### src/rtl/core/modexp_pkg.sv
package modexp_pkg;

  // Width of every operand and result port.
  localparam int FIELD_W = 31;

  // Status of the serial multiplier as seen by the sequencer.
  typedef struct packed {
    logic busy;
    logic done;
  } mm_stat_t;

endpackage

### src/rtl/core/modexp_mulmod.sv
module modexp_mulmod #(
  parameter int N = 31
) (
  input  logic                clk,
  input  logic                rst_n,
  input  logic                start,
  input  logic [N-1:0]        x,
  input  logic [N-1:0]        y,
  input  logic [N-1:0]        m,
  output modexp_pkg::mm_stat_t stat,
  output logic [N-1:0]        product
);
  import modexp_pkg::*;

  localparam int CW = $clog2(N);

  logic [N-1:0]  x_r, x_nxt;
  logic [N-1:0]  y_r, y_nxt;
  logic [N-1:0]  m_r, m_nxt;
  logic [N-1:0]  acc_r, acc_nxt;
  logic [CW-1:0] cnt_r, cnt_nxt;
  logic          busy_r, busy_nxt;
  logic          done_r, done_nxt;

  logic [N:0]    dbl;
  logic [N:0]    red1_w;
  logic [N:0]    sum;
  logic [N:0]    red2_w;

  // One multiplier bit a cycle, most significant first: double, reduce, add, reduce.
  // The running value stays below m, and y is below m, so one subtraction
  // after each step is enough.
  always_comb begin
    dbl    = {acc_r, 1'b0};
    red1_w = (dbl >= {1'b0, m_r}) ? (dbl - {1'b0, m_r}) : dbl;
    sum    = {1'b0, red1_w[N-1:0]} + {1'b0, (x_r[N-1] ? y_r : {N{1'b0}})};
    red2_w = (sum >= {1'b0, m_r}) ? (sum - {1'b0, m_r}) : sum;
  end

  // Next-state logic of the multiplier.
  always_comb begin
    x_nxt    = x_r;
    y_nxt    = y_r;
    m_nxt    = m_r;
    acc_nxt  = acc_r;
    cnt_nxt  = cnt_r;
    busy_nxt = busy_r;
    done_nxt = 1'b0;
    if (start) begin
      x_nxt    = x;
      y_nxt    = y;
      m_nxt    = m;
      acc_nxt  = '0;
      cnt_nxt  = CW'(N - 1);
      busy_nxt = 1'b1;
    end else if (busy_r) begin
      acc_nxt = red2_w[N-1:0];
      x_nxt   = {x_r[N-2:0], 1'b0};
      if (cnt_r == '0) begin
        busy_nxt = 1'b0;
        done_nxt = 1'b1;
      end else begin
        cnt_nxt = cnt_r - 1'b1;
      end
    end
  end

  always_ff @(posedge clk) begin
    x_r   <= x_nxt;
    y_r   <= y_nxt;
    m_r   <= m_nxt;
    acc_r <= acc_nxt;
    cnt_r <= cnt_nxt;
    if (!rst_n) begin
      busy_r <= 1'b0;
      done_r <= 1'b0;
    end else begin
      busy_r <= busy_nxt;
      done_r <= done_nxt;
    end
  end

  assign stat.busy = busy_r;
  assign stat.done = done_r;
  assign product   = acc_r;

endmodule

### src/rtl/core/modular_exponentiation.sv
// Modular exponentiation: result = base ^ exponent mod modulus.
// Input channel in_valid/in_ready carries base, exponent and modulus; the
// result channel out_valid/out_ready carries result. Only the low
// OPERAND_BITS bits of each input field are used. A zero exponent gives 1
// for any modulus; a zero modulus with a nonzero exponent gives 0.
// The block works on one request at a time. The base is first reduced by the
// modulus, then every exponent bit from the top down costs one squaring and,
// for a set bit, one multiplication by the reduced base. Each of these runs
// on a bit-serial multiply-and-reduce unit. A zero exponent or zero modulus
// skips the multiplier and goes straight to the final state. in_ready is high
// only while the block is idle. The result sits in an output register; if the
// receiver stalls, the finished result waits there. One further request is
// still accepted and worked on, but its result then waits in the sequencer
// with in_ready low until the held result has left.
// Reset (rst_n low, synchronous) returns the block to idle with no result.
module modular_exponentiation #(
  parameter int OPERAND_BITS = 31
) (
  input  logic                            clk,
  input  logic                            rst_n,
  input  logic                            in_valid,
  output logic                            in_ready,
  input  logic [modexp_pkg::FIELD_W-1:0]  in_base,
  input  logic [modexp_pkg::FIELD_W-1:0]  in_exponent,
  input  logic [modexp_pkg::FIELD_W-1:0]  in_modulus,
  output logic                            out_valid,
  input  logic                            out_ready,
  output logic [modexp_pkg::FIELD_W-1:0]  out_result
);
  import modexp_pkg::*;

  localparam int N  = OPERAND_BITS;
  localparam int BW = $clog2(N);

  localparam logic [2:0] S_IDLE = 3'd0;
  localparam logic [2:0] S_RED  = 3'd1;
  localparam logic [2:0] S_SQ   = 3'd2;
  localparam logic [2:0] S_MUL  = 3'd3;
  localparam logic [2:0] S_FIN  = 3'd4;

  logic [2:0]         state_r, state_nxt;
  logic [N-1:0]       base_r, base_nxt;
  logic [N-1:0]       exp_r, exp_nxt;
  logic [N-1:0]       mod_r, mod_nxt;
  logic [N-1:0]       acc_r, acc_nxt;
  logic [BW-1:0]      bit_r, bit_nxt;
  logic               start_r, start_nxt;
  logic [FIELD_W-1:0] out_result_r, out_result_nxt;
  logic               out_valid_r, out_valid_nxt;

  logic [N-1:0]       mm_x;
  logic [N-1:0]       mm_y;
  logic [N-1:0]       mm_prod;
  mm_stat_t           mm_st;
  logic [N-1:0]       one_m;
  logic [N-1:0]       in_b;
  logic [N-1:0]       in_e;
  logic [N-1:0]       in_m;

  assign in_b  = in_base[N-1:0];
  assign in_e  = in_exponent[N-1:0];
  assign in_m  = in_modulus[N-1:0];
  assign one_m = (mod_r == N'(1)) ? '0 : N'(1);

  // Operand selection for the serial multiplier.
  always_comb begin
    unique case (state_r)
      S_RED: begin
        mm_x = base_r;
        mm_y = one_m;
      end
      S_SQ: begin
        mm_x = acc_r;
        mm_y = acc_r;
      end
      default: begin
        mm_x = acc_r;
        mm_y = base_r;
      end
    endcase
  end

  modexp_mulmod #(
    .N(N)
  ) u_mulmod (
    .clk     (clk),
    .rst_n   (rst_n),
    .start   (start_r),
    .x       (mm_x),
    .y       (mm_y),
    .m       (mod_r),
    .stat    (mm_st),
    .product (mm_prod)
  );

  // Sequencer over the exponent bits.
  always_comb begin
    state_nxt      = state_r;
    base_nxt       = base_r;
    exp_nxt        = exp_r;
    mod_nxt        = mod_r;
    acc_nxt        = acc_r;
    bit_nxt        = bit_r;
    start_nxt      = 1'b0;
    out_result_nxt = out_result_r;
    out_valid_nxt  = out_valid_r;
    if (out_valid_r && out_ready) begin
      out_valid_nxt = 1'b0;
    end
    unique case (state_r) inside
      S_IDLE: begin
        if (in_valid) begin
          base_nxt = in_b;
          exp_nxt  = in_e;
          mod_nxt  = in_m;
          if (in_e == '0) begin
            acc_nxt   = N'(1);
            state_nxt = S_FIN;
          end else if (in_m == '0) begin
            acc_nxt   = '0;
            state_nxt = S_FIN;
          end else begin
            state_nxt = S_RED;
            start_nxt = 1'b1;
          end
        end
      end
      S_RED: begin
        if (mm_st.done) begin
          base_nxt  = mm_prod;
          acc_nxt   = one_m;
          bit_nxt   = BW'(N - 1);
          state_nxt = S_SQ;
          start_nxt = 1'b1;
        end
      end
      S_SQ, S_MUL: begin
        if (mm_st.done) begin
          acc_nxt = mm_prod;
          if (state_r == S_SQ && exp_r[N-1]) begin
            state_nxt = S_MUL;
            start_nxt = 1'b1;
          end else if (bit_r == '0) begin
            state_nxt = S_FIN;
          end else begin
            bit_nxt   = bit_r - 1'b1;
            exp_nxt   = {exp_r[N-2:0], 1'b0};
            state_nxt = S_SQ;
            start_nxt = 1'b1;
          end
        end
      end
      S_FIN: begin
        if (!out_valid_r || out_ready) begin
          out_result_nxt = FIELD_W'(acc_r);
          out_valid_nxt  = 1'b1;
          state_nxt      = S_IDLE;
        end
      end
      default: begin
        state_nxt = S_IDLE;
      end
    endcase
  end

  always_ff @(posedge clk) begin
    base_r       <= base_nxt;
    exp_r        <= exp_nxt;
    mod_r        <= mod_nxt;
    acc_r        <= acc_nxt;
    bit_r        <= bit_nxt;
    out_result_r <= out_result_nxt;
    if (!rst_n) begin
      state_r     <= S_IDLE;
      start_r     <= 1'b0;
      out_valid_r <= 1'b0;
    end else begin
      state_r     <= state_nxt;
      start_r     <= start_nxt;
      out_valid_r <= out_valid_nxt;
    end
  end

  assign in_ready   = (state_r == S_IDLE);
  assign out_valid  = out_valid_r;
  assign out_result = out_result_r;

`ifndef SYNTHESIS
  // The multiplier is never left running while a new request can come in.
  a_idle_unit_free: assert property (@(posedge clk) disable iff (!rst_n)
    in_ready |-> !mm_st.busy && !start_r)
    else $error("multiplier busy while block idle");

  // A finished product only arrives in a state that waits for one.
  a_done_in_calc: assert property (@(posedge clk) disable iff (!rst_n)
    mm_st.done |-> (state_r == S_RED || state_r == S_SQ || state_r == S_MUL))
    else $error("multiplier result outside a calculation state");

  // Every product is fully reduced by the modulus.
  a_prod_reduced: assert property (@(posedge clk) disable iff (!rst_n)
    mm_st.done |-> (mm_prod < mod_r))
    else $error("product not reduced below modulus");

  // A start is always followed by the unit running.
  a_start_busy: assert property (@(posedge clk) disable iff (!rst_n)
    start_r |=> mm_st.busy)
    else $error("multiplier did not start");
`endif

endmodule

### config.mk
export PLATFORM = sky130hd
export DESIGN_NAME = modular_exponentiation
export DESIGN_NICKNAME = d
export VERILOG_FILES = /design/src/rtl/core/modexp_pkg.sv /design/src/rtl/core/modexp_mulmod.sv /design/src/rtl/core/modular_exponentiation.sv
export SDC_FILE = /design/constraint.sdc
export NUM_CORES = 1
export LEC_CHECK = 0
export BUFFER_PORTS_ARGS = -buffer_cell sky130_fd_sc_hd__buf_2
export CORE_MARGIN = 4
export CORE_UTILIZATION = 40
export CTS_BUF_LIST = sky130_fd_sc_hd__clkbuf_8
export CTS_CLUSTER_DIAMETER = 50
export DETAILED_ROUTE_END_ITERATION = 10
export RECOVER_POWER = 50
export SLEW_MARGIN = 20
export SYNTH_ARGS = -nofsm -noshare
export SYNTH_HDL_FRONTEND = slang
export SYNTH_SLANG_ARGS = --single-unit
export TNS_END_PERCENT = 5
### constraint.sdc
create_clock -name clk -period 7.63 [get_ports clk]
set_input_delay 0.763 -clock clk [delete_from_list [all_inputs] [get_ports clk]]
set_output_delay 0.763 -clock clk [all_outputs]
set_load 0.005 [all_outputs]
[Word-level counts from Yosys, hierarchy flattened]
Index checks and enable logic that the tools add are counted.
Cells by class
  $add $sub $neg: 5
  order comparisons: 2
  eq/ne operators: 12
  mux-type cells: 50
  bitwise operators: 3
  reduce and logical (&&, ||, !) cells: 24
Operators by type and width (number)
  $mux W31: 16
  $pmux W31 S2: 3
  $pmux W31 S3: 1
  $ge A32 B31 Y1: 2
  $logic_not A31 Y1: 2
  $sub A31 B31 Y31: 2
  $add A31 B31 Y32: 1
  $eq A31 B1 Y1 const B: 1
  $mux W3: 8
  $mux W5: 4
  $mux W1: 15
  $reduce_and A5 Y1: 3
  $pmux W3 S4: 1
  $logic_not A5 Y1: 2
  $pmux W5 S2: 1
  $sub A5 B1 Y5 const B: 2
  $reduce_bool A2 Y1: 4
  $eq A3 B2 Y1 const B: 2
  $ne A2 B1 Y1 const B: 3
  $ne A2 B2 Y1 const B: 3
  $reduce_and A2 Y1: 3
  $reduce_and A4 Y1: 1
  $eq A3 B1 Y1 const B: 1
  $eq A3 B3 Y1 const B: 1
  other kinds (11): 14
Storage, ports and cells
  register bits after elaboration: 296
  input bits: 97
  output and inout port bits: 33
  logic and storage cells: 112

[Logic depth before layout (Yosys ltp)]
Gate-level depths: netlist of run 1.
  depth after elaboration: 5
  gate-level depth with buffers: 34
  depth with buffers taken out: 28

[Cells and area by module]
A second synthesis of run 1 with hierarchy kept.
Second synthesis, totals
  cells, all modules: 1616
  area, all modules: 17362.9 um^2
Modules (own cells, without submodules)
  modexp_mulmod: times used 1, cells each 1121, area an instance 10253.6 um^2, seq. area each 3553.4 um^2
  modular_exponentiation: times used 1, cells each 495, area an instance 7109.3 um^2, seq. area each 4904.7 um^2

[Worst setup path after synthesis of run 1]
Ideal clock, no wire load.
  kind: register -> register
  start: register u_mulmod.m_r[17]
  end: register u_mulmod.acc_r[14] (netlist: u_mulmod.product[14])
  arrival time: 6.764 ns
  data required time: 7.542 ns
  setup slack: 0.778 ns
  cell stages (with the launch flop): 33
  path buffers: 7
  period minus slack after synthesis: 6.852 ns
  cell sequence: edfxtp_1 -> inv_1 -> ha_1 -> clkbuf_2 -> nand4_1 -> or4_1 -> o41a_1 -> and3_1 -> o21ai_2 -> buf_2 -> buf_2 -> a21oi_1 -> ha_1 -> buf_2 -> a21o_1 -> a21o_1 -> a21o_1 -> a2111o_1 -> a21o_1 -> a311oi_1 -> xnor2_1 -> ha_1 -> clkbuf_1 -> a21o_1 -> a21o_1 -> a21oi_1 -> o21ai_1 -> a221oi_4 -> and2_1 -> buf_6 -> buf_12 -> nand2_4 -> a311oi_2
On the way
  word-level cells in the longest chain between the ends: 5
RTL lines
  start: declaration: line modexp_mulmod.sv:19  | logic [N-1:0] m_r, m_nxt;
  start signal: assignment: line modexp_mulmod.sv:71  | m_r <= m_nxt;
  $ge A32 B31 Y1 or $sub A31 B31 Y31 (tied branches): line modexp_mulmod.sv:35  | red1_w = (dbl >= {1'b0, m_r}) ? (dbl - {1'b0, m_r}) : dbl;
  $mux W31: line modexp_mulmod.sv:35
  $add A31 B31 Y32: line modexp_mulmod.sv:36  | sum = {1'b0, red1_w[N-1:0]} + {1'b0, (x_r[N-1] ? y_r : {N{1'b0}})};
  $sub A31 B31 Y31 or $ge A32 B31 Y1 (tied branches): line modexp_mulmod.sv:37  | red2_w = (sum >= {1'b0, m_r}) ? (sum - {1'b0, m_r}) : sum;
  $mux W31 (*): line modexp_mulmod.sv:37
  end signal: assignment: line modexp_mulmod.sv:72  | acc_r <= acc_nxt;
  end: declaration: line modexp_mulmod.sv:20  | logic [N-1:0] acc_r, acc_nxt;
Every way passes the cells marked *; elsewhere a longest branch is shown, timed or not.
A chain may end at the register's enable or synchronous reset.

[Final worst setup path of run 1]
  start: register u_mulmod.acc_r[25] (netlist: u_mulmod.product[25])
  end: register u_mulmod.acc_r[30] (netlist: u_mulmod.product[30])
On the way
  word-level cells in the longest chain between the ends: 5
RTL lines (line)
  $sub A31 B31 Y31 or $ge A32 B31 Y1 (tied branches): modexp_mulmod.sv:35
  $mux W31 (*): modexp_mulmod.sv:35
  $add A31 B31 Y32 (*): modexp_mulmod.sv:36
  $sub A31 B31 Y31 or $ge A32 B31 Y1 (tied branches): modexp_mulmod.sv:37
  $mux W31 (*): modexp_mulmod.sv:37
Marked as above.

==> metrics, run 1 <==
via count 14.1k; CTS max path bufs 3; CP arrival 7800 ps; GRT Total Usage 21.8%; Synth Area in Simple Gates 15.3%; post-synthesis mux area share 5.21%; top cell type's share of synthesized area 43.3%; critical path required time 8160 ps; syn_nets 1,890; most frequent cells in the layout edfxtp_1 (253), nand2_1 (178), nor2_1 (145); share of cells above drive strength 1 18.3%; TritonRoute pass-1 iters 5; CP Max Fanout 14; htree depth 2; clk_skew 23.7 ps; CP peak stage delay 580 ps; initial DRC count 1,181; Slew Limit Headroom -96.8%; commonest non-fill, non-tap cell in the layout edfxtp_1; largest family of logic cells by synthesized area compound AO/OA/AOI/OAI gates; die width 218 um; Synth Warn # 0; count of cell types in the netlist 84; clock sinks 296; fillers 4,112; syn_area_per_cell 10.4 um2; hold buffer count at CTS 0; crit share post-route 95.3%; critical path startpoint category flip-flop; met3 WL 3.67 mm; status complete, but fails checks; num rows 76; type of the worst min-delay path input port to flip-flop; effective utilization at floorplan 40.6%; CP bufs+invs 3; Final setup violation count 0; worst-margin pin slew 2950 ps; Synth Area in Adders 7.11%; wire per inst 20.8 um; Reg clk slew, reported paths 60 ps; FF/Latch Area 8460 um2; Synth Register Bits 296; largest net degree at the start of global routing 76; Post-Synth XOR/XNOR Area 3.79%; CTS Buf Count 53; drt total wl 53.0 mm; final net count 2,115; Fin. Hold Viols 0; DR top layer met4; DR vias/cell 5.51; IO buf count 129; # DRC 0; RSZ-0062 raised after global routing false; EDFF count, synth 253; fin. max-slew vios 202; hold slack 320 ps; multi-input logic area 8580 um2; P&R area growth vs syn 16.9%; slowest CP cell or4_1; Synth async-reset ratio 0%; Area contributors post-synth edfxtp_1 (43%), ha_1 (6.8%), dfxtp_1 (4.9%); hpwl dp 40.2 mm; Crit Path Class flip-flop to flip-flop; root buf cell clkbuf_8; Placer Congestion 0.932; area leader, netlist edfxtp_1; CTS tree done; sequential area share after synthesis 48.2%; total congestion overflow 0; met2 WL 22.5 mm; DIE AREA 47,300 um2; latest clock arrival within the worst-skew pair 640 ps; Main synth FF type edfxtp_1; Worst R2R Setup Slack 360 ps; Cells after Synth 1,695; Synth Area in Compound Gates 17.1%; FMAX 0.137 GHz; setup tns final 0 ps; CP Capture Type flip-flop; post-route ant nets 0; die height 218 um; core area 43,300 um2; Top delay family on crit path compound AO/OA/AOI/OAI gates; failing checks max-capacitance violations, max-slew violations; initial antenna violation count 3; Post-Syn Area 17,600 um2; vias in the first global route 13.6k; Met1 Routed Length 25.7 mm; io pins 130; max cap viols 5; Final Critical Period 7270 ps; first-pass GRT wire length 80.0 mm
-- final timing paths --
| path | cells after the start | endpoint | startpoint |
|---|---|---|---|
| setup / recovery | 27 | u_mulmod.product[30]$_SDFFE_PP0P_ | u_mulmod.product[25]$_SDFFE_PP0P_ |
| hold / removal | 1 | mod_r[23]$_DFFE_PP_ | in_modulus[23] |
| setup reg to reg | 27 | u_mulmod.product[30]$_SDFFE_PP0P_ | u_mulmod.product[25]$_SDFFE_PP0P_ |
| hold reg to reg | 0 | u_mulmod.m_r[0]$_DFFE_PP_ | mod_r[0]$_DFFE_PP_ |
-- flip-flops by register name (all words and copies together) (netlist names) --
name,count
u_mulmod.done_r,1
u_mulmod.m_r,31
out_result,31
base_r,31
u_mulmod.cnt_r,5
start_r,1
acc_r,31
u_mulmod.product,31
u_mulmod.busy_r,1
mod_r,31
u_mulmod.x_r,31
out_valid,1
u_mulmod.y_r,31
exp_r,31
state_r,3
bit_r,5
-- per-stage QoR --
stage / instances / utilization [%] / instance area [um2] / setup WS [ps]
after floorplan: 1695 / - / 17600 / 778
after global placement: 2448 / 45.1 / 19500 / 271
after detailed placement: 2448 / 45.1 / 19500 / 141
after CTS: 2547 / 47.5 / 20600 / 64.0
after global routing: 2551 / 47.5 / 20500 / 5.49
final: 2551 / 47.5 / 20500 / 357
-- routing by layer --
metal / vias to the layer above / GRT usage (%)
li1: 6779 / -
met1: 6763 / 33.4
met2: 443 / 31.9
met3: 68 / 3.98
met4: 0 / 5.45
met5: - / 0
-- repair_timing --
item	CTS	global route
hold endpoints to repair	0	0
gates resized for setup	0	7
endpoints found under the setup margin	0	31
setup buffers	0	2
-- synth_stat cells (10+ instances only) --
cell,count
a211oi_1,33
a21o_1,37
a21oi_1,130
a22o_1,32
a31oi_1,16
and2_1,68
and3_1,12
clkbuf_1,49
dfxtp_1,43
edfxtp_1,253
ha_1,95
inv_1,72
mux2_2,43
mux2i_1,43
nand2_1,178
nand2b_1,17
nand3_1,25
nand4_1,20
nor2_1,148
nor3_1,26
nor4_1,27
o211ai_1,10
o21a_1,14
o21ai_0,55
o21bai_1,14
xnor2_1,55
xor2_1,21
-- cells by family after synthesis --
kind of cell | count (synthesis)
AND/OR/NAND/NOR | 561
AO/OA/AOI/OAI | 434
flip-flops | 296
buffers and inverters | 144
adder cells (fa/ha/maj) | 98
multiplexers | 86
XOR/XNOR | 76
-- cell type report --
type / count / share of cell area (%)
multi-input cells: 1255 / 41.8
clock inverters: 46 / 1.54
repair buffers: 242 / 7.02
clock buffers: 53 / 3.55
diodes: 2 / 0.0244
well taps: 585 / 3.56
inverters: 72 / 1.32
flip-flops and latches: 296 / 41.2
Power of run 1 is left out: the tool's default activity adds up to more than one toggle a clock period on the data nets, which glitch-free logic cannot reach.
==> inputs of run 2 (changes only) <==
- CELL_PAD_IN_SITES_DETAIL_PLACEMENT: unset -> 1
- CELL_PAD_IN_SITES_GLOBAL_PLACEMENT: unset -> 1
- PLACE_DENSITY_LB_ADDON: unset -> 0.1
==> run 2 against run 1 <==
The run still ends with max-capacitance violations, max-slew violations left. Critical path depth unchanged. Die area unchanged. Global-route usage increased by 3.2 points. Largest cell class unchanged. Highest routed layer unchanged.
==> metrics, run 2 (same netlist as run 1, synthesis figures left out) <==
Crit Path Class flip-flop to flip-flop; TritonRoute pass-1 iters 5 (unchanged); die height 218 um (unchanged); RR Startpoint u_mulmod.m_r[27]$_DFFE_PP_; initial antenna violation count 0 (-3); Core Util, Final 49.1% (+1.6 points); CP arrival 7960 ps (+160 ps); launch point of the worst path u_mulmod.m_r[27]$_DFFE_PP_; largest net degree at the start of global routing 88 (+16%); clk_skew 47.4 ps (+23.8 ps); hold slack 321 ps (+0.772 ps); Slew Limit Headroom -111% (-14 points); Fin. Hold Viols 0 (unchanged); reg2reg end u_mulmod.product[23]$_SDFFE_PP0P_; Worst R2R Setup Slack 210 ps (-150 ps); CTS max path bufs 3 (unchanged); worst reg2reg path depth 27 (unchanged); num rows 76 (unchanged); critical path required time 8170 ps (about the same); P&R area growth vs syn 20.9%; Placed Cells 2,517 (+2.8%); fin. max-slew vios 185 (-8.4%); total congestion overflow 0 (unchanged); hold depth 1 (unchanged); hpwl dp 47.0 mm (+17%); Placer Congestion 0.902 (-3.2%); GRT Total Usage 25.0% (+3.2 points); critical path startpoint category flip-flop; clock sinks 296 (unchanged); CTS tree done; die width 218 um (unchanged); worst-margin pin slew 3170 ps (+214 ps); Final setup violation count 0 (unchanged); htree depth 2 (unchanged); core area 43,300 um2 (unchanged); non-filler cells in the finished layout 2,623 (+2.8%); FMAX 0.135 GHz (-2.0%); effective utilization at floorplan 40.6% (unchanged); share of cells above drive strength 1 21.0% (+2.7 points); initial DRC count 1,083 (-8.3%); type of the worst min-delay path input port to flip-flop; # DRC 0 (unchanged); DR vias/cell 5.57 (+1.1%); Final Critical Period 7420 ps (+151 ps); status complete, but fails checks; IO buf count 129 (unchanged); drt total wl 60.2 mm (+14%); crit share post-route 97.3% (+2.0 points); first-pass GRT wire length 91.0 mm (+14%); final net count 2,191 (+3.6%); io pins 130 (unchanged); most frequent cells in the layout edfxtp_1 (253), nand2_1 (178), buf_4 (176); Worst Hold Path EP mod_r[27]$_DFFE_PP_; via count 14.6k (+3.9%); diode count 0 (-2); latest clock arrival within the worst-skew pair 640 ps (about the same); CP Capture Type flip-flop; root buf cell clkbuf_8; setup ws final 207 ps (-151 ps); Reg clk slew, reported paths 60 ps (about the same); CP bufs+invs 3 (unchanged); CP Max Fanout 10 (-4); Top delay family on crit path compound AO/OA/AOI/OAI gates; slowest CP cell or4_1; max cap viols 5 (unchanged); CP peak stage delay 610 ps (+30 ps); vias in the first global route 15.2k (+12%); commonest non-fill, non-tap cell in the layout edfxtp_1; CTS Buf Count 56 (+5.7%); post-route ant nets 0 (unchanged); worst hold path startpoint in_modulus[27]; DP Worst Slack 130 ps (-10.7 ps); DIE AREA 47,300 um2 (unchanged); wire per inst 23.0 um (+11%); failing checks max-capacitance violations, max-slew violations
==> run 2: layer usage <==
layer	vias up	GRT usage (%)	part of all wire (%)	wire, um
met5	-	0	0	0
met1	7256	37.4	49	29700
li1	6935	-	-	-
met2	337	38.7	44	26600
met3	74	3.73	4.6	2760
met4	0	5.38	2.0	1210
==> run 2: cell type report <==
type	instances	area [um2]
clock buffers	60	826
clock inverters	40	337
fillers	4883	22000
inverters	72	270
multi-input cells	1256	8620
flip-flops and latches	296	8460
well taps	585	732
repair buffers	314	2000
==> run 2: worst reg2reg max path, delay by kind of cell (launching register included) <==
family | cells | cell delay [ps]
simple gates | 4 | 1090
mux | 1 | 340
flops | 1 | 330
buf+inv | 3 | 410
compound gates | 15 | 3840
fa+ha+maj | 3 | 1040
xor+xnor | 1 | 290
==> run 2: worst max-delay path by stage <==
| stage | to | depth (start not counted) | slack, ps |
|---|---|---|---|
| 6_report | u_mulmod.product[23]$_SDFFE_PP0P_ | 27 | 210 |
| 5_1_grt | u_mulmod.product[5]$_SDFFE_PP0P_ | 29 | -30 |
| 4_1_cts | u_mulmod.product[5]$_SDFFE_PP0P_ | 27 | 40 |
| 3_5_place_dp | u_mulmod.product[5]$_SDFFE_PP0P_ | 27 | 130 |
| 3_3_place_gp | u_mulmod.product[26]$_SDFFE_PP0P_ | 27 | 270 |
| 2_1_floorplan | u_mulmod.product[14]$_SDFFE_PP0P_ | 32 | 780 |
==> run 2: per-stage QoR <==
step                setup TNS (ps)  cell area, um2
finish                           0           21200
global route                  -179           21200
CTS                              0           21200
detailed placement               0           20000
global placement                 0           20000
floorplan                        0           17600
==> run 2: what timing repair did <==
item / CTS / global route
setup endpoints to repair: 0 / 31
buffers inserted: 0 / 4
resized for setup: 0 / 18
hold buffers: 0 / 0
Power of run 2 is left out for the same reason.
==> inputs of run 3 (changes only) <==
- PLACE_DENSITY: unset -> 0.79
- PLACE_DENSITY_LB_ADDON: 0.1 -> unset
==> run 3 against run 2 <==
Maximum frequency hardly changed. Global-route usage shrank 1.5 points. Non-clock buffer count down 102. Via count is 2.3% lower. Worst setup slack lost 4.8 ps. Design area is 3.8% lower. Clock-buffer cell count decreased by 2. Utilization decreased by 1.9 points. Final cell count shrank 4.1%. The flow still finishes with violations (max-capacitance violations, max-slew violations).
==> metrics, run 3 (same netlist as run 1, synthesis figures left out) <==
# DRC 0 (unchanged); clk_skew 16.9 ps (-30.6 ps); CP arrival 7970 ps (about the same); diode count 0 (unchanged); critical path required time 8170 ps (about the same); drt total wl 57.0 mm (-5.4%); hold buffer count at CTS 0 (unchanged); CP Capture Type flip-flop; latest clock arrival within the worst-skew pair 630 ps (about the same); via count 14.3k (-2.3%); htree depth 2 (unchanged); CTS max path bufs 3 (unchanged); DR vias/cell 5.67 (+1.9%); reg2reg end u_mulmod.product[13]$_SDFFE_PP0P_; Final setup violation count 0 (unchanged); CTS Buf Count 52 (-7.1%); root buf cell clkbuf_8; TritonRoute pass-1 iters 5 (unchanged); vias in the first global route 14.7k (-3.3%); clock sinks 296 (unchanged); CTS tree done; Fin. Hold Viols 0 (unchanged); crit share post-route 97.4% (about the same); DP Worst Slack -6.13 ps (-136 ps); Slew Limit Headroom -146% (-35 points); failing checks max-capacitance violations, max-slew violations; core area 43,300 um2 (unchanged); non-filler cells in the finished layout 2,515 (-4.1%); worst reg2reg path depth 27 (unchanged); Worst R2R Setup Slack 200 ps (about the same); IO buf count 129 (unchanged); setup ws final 202 ps (-4.82 ps); first-pass GRT wire length 87.0 mm (-4.4%); final net count 2,084 (-4.9%); hpwl dp 43.6 mm (-7.2%); effective utilization at floorplan 40.6% (unchanged); Placer Congestion 0.962 (+6.7%); io pins 130 (unchanged); critical path startpoint category flip-flop; setup tns final 0 ps (unchanged); RR Startpoint u_mulmod.product[24]$_SDFFE_PP0P_; worst hold path startpoint in_modulus[4]; die height 218 um (unchanged); most frequent cells in the layout edfxtp_1 (253), nand2_1 (178), nor2_1 (143); initial antenna violation count 0 (unchanged); hold depth 1 (unchanged); largest net degree at the start of global routing 77 (-13%); hold slack 319 ps (-2.14 ps); P&R area growth vs syn 16.4%; Reg clk slew, reported paths 60 ps (about the same); total congestion overflow 0 (unchanged); initial DRC count 917 (-15%); share of cells above drive strength 1 17.8% (-3.2 points); FMAX 0.135 GHz (about the same); Placed Cells 2,416 (-4.0%); GRT Total Usage 23.6% (-1.5 points); DIE AREA 47,300 um2 (unchanged); wire per inst 22.7 um (-1.3%); num rows 76 (unchanged); status complete, but fails checks; CP Max Fanout 12 (+2); worst-margin pin slew 3680 ps (+518 ps); die width 218 um (unchanged); max cap viols 4 (-1); post-route ant nets 0 (unchanged); fin. max-slew vios 212 (+15%); Worst Hold Path EP mod_r[4]$_DFFE_PP_; Final Critical Period 7430 ps (+4.82 ps); Crit Path Class flip-flop to flip-flop; commonest non-fill, non-tap cell in the layout edfxtp_1; type of the worst min-delay path input port to flip-flop
## run 3: cell types whose count changed in the layout (fill, tap and decap cells not counted), moves of 3 or more
| cell | change |
|---|---|
| clkinv_1 | -9 |
| clkbuf_1 | -9 |
| ha_1 | -4 |
| xnor2_1 | -3 |
| xnor2_2 | +3 |
| buf_2 | +10 |
| bufinv_16 | -3 |
| inv_1 | +4 |
| buf_4 | -101 |
| ha_2 | +3 |
## run 3: routing by layer
layer | share of wire (%) | GRT usage, % | wire length, um | vias to the layer above
met5 | 0 | 0 | 0 | -
met4 | 1.8 | 4.98 | 1000 | 0
met3 | 4.9 | 3.46 | 2820 | 65
met2 | 47 | 37.8 | 26500 | 330
met1 | 47 | 34.2 | 26600 | 7160
li1 | - | - | - | 6713
## run 3: worst max path at each step
stage                                      startpoint                                end  cells after the start
floorplan                  u_mulmod.m_r[17]$_DFFE_PP_  u_mulmod.product[14]$_SDFFE_PP0P_                     32
global placement    u_mulmod.product[24]$_SDFFE_PP0P_  u_mulmod.product[30]$_SDFFE_PP0P_                     25
detailed placement  u_mulmod.product[24]$_SDFFE_PP0P_   u_mulmod.product[4]$_SDFFE_PP0P_                     26
CTS                 u_mulmod.product[24]$_SDFFE_PP0P_   u_mulmod.product[4]$_SDFFE_PP0P_                     26
global route               u_mulmod.m_r[27]$_DFFE_PP_   u_mulmod.product[4]$_SDFFE_PP0P_                     27
finish              u_mulmod.product[24]$_SDFFE_PP0P_  u_mulmod.product[13]$_SDFFE_PP0P_                     27
## run 3: through the flow
step	instance area (um2)	util, %
final	20400	47.2
after global placement	19300	44.6
after detailed placement	19300	44.6
after floorplan	17600	-
after CTS	20400	47.1
after global routing	20400	47.2
## run 3: cell type report
class	instances	area, um2
fill	4844	22800
multi-input combinational	1255	8680
sequential	296	8460
timing repair buffer	212	1230
clock buffer	58	798
tap	585	732
inverter	72	270
clock inverter	37	264
## run 3: worst max-delay path, cell delays in order, from the launching register on
cell,delay [ps]
dfxtp_1,380
ha_2,410
nand3_1,180
or4_4,580
o41a_1,420
and3_1,210
o21ai_4,240
buf_4,180
mux2_2,360
ha_1,400
nand4_1,260
nor3_4,380
o2bb2ai_2,210
a2111oi_2,80
buf_4,160
o21bai_1,150
a21oi_1,120
xnor2_2,350
ha_1,340
nand2_1,190
nor3_1,130
o31ai_2,290
o21ai_1,160
a221oi_4,390
and2_4,230
buf_6,160
nand2_1,80
a311oi_2,280
## run 3: what timing repair did
item                                    4_1_cts  5_1_grt
pin swaps                                     0        7
resized for setup                             2       27
endpoints found under the setup margin        9       31
endpoints found under the hold margin         0        0
setup buffers                                 0        4
Power of run 3 is left out for the same reason.
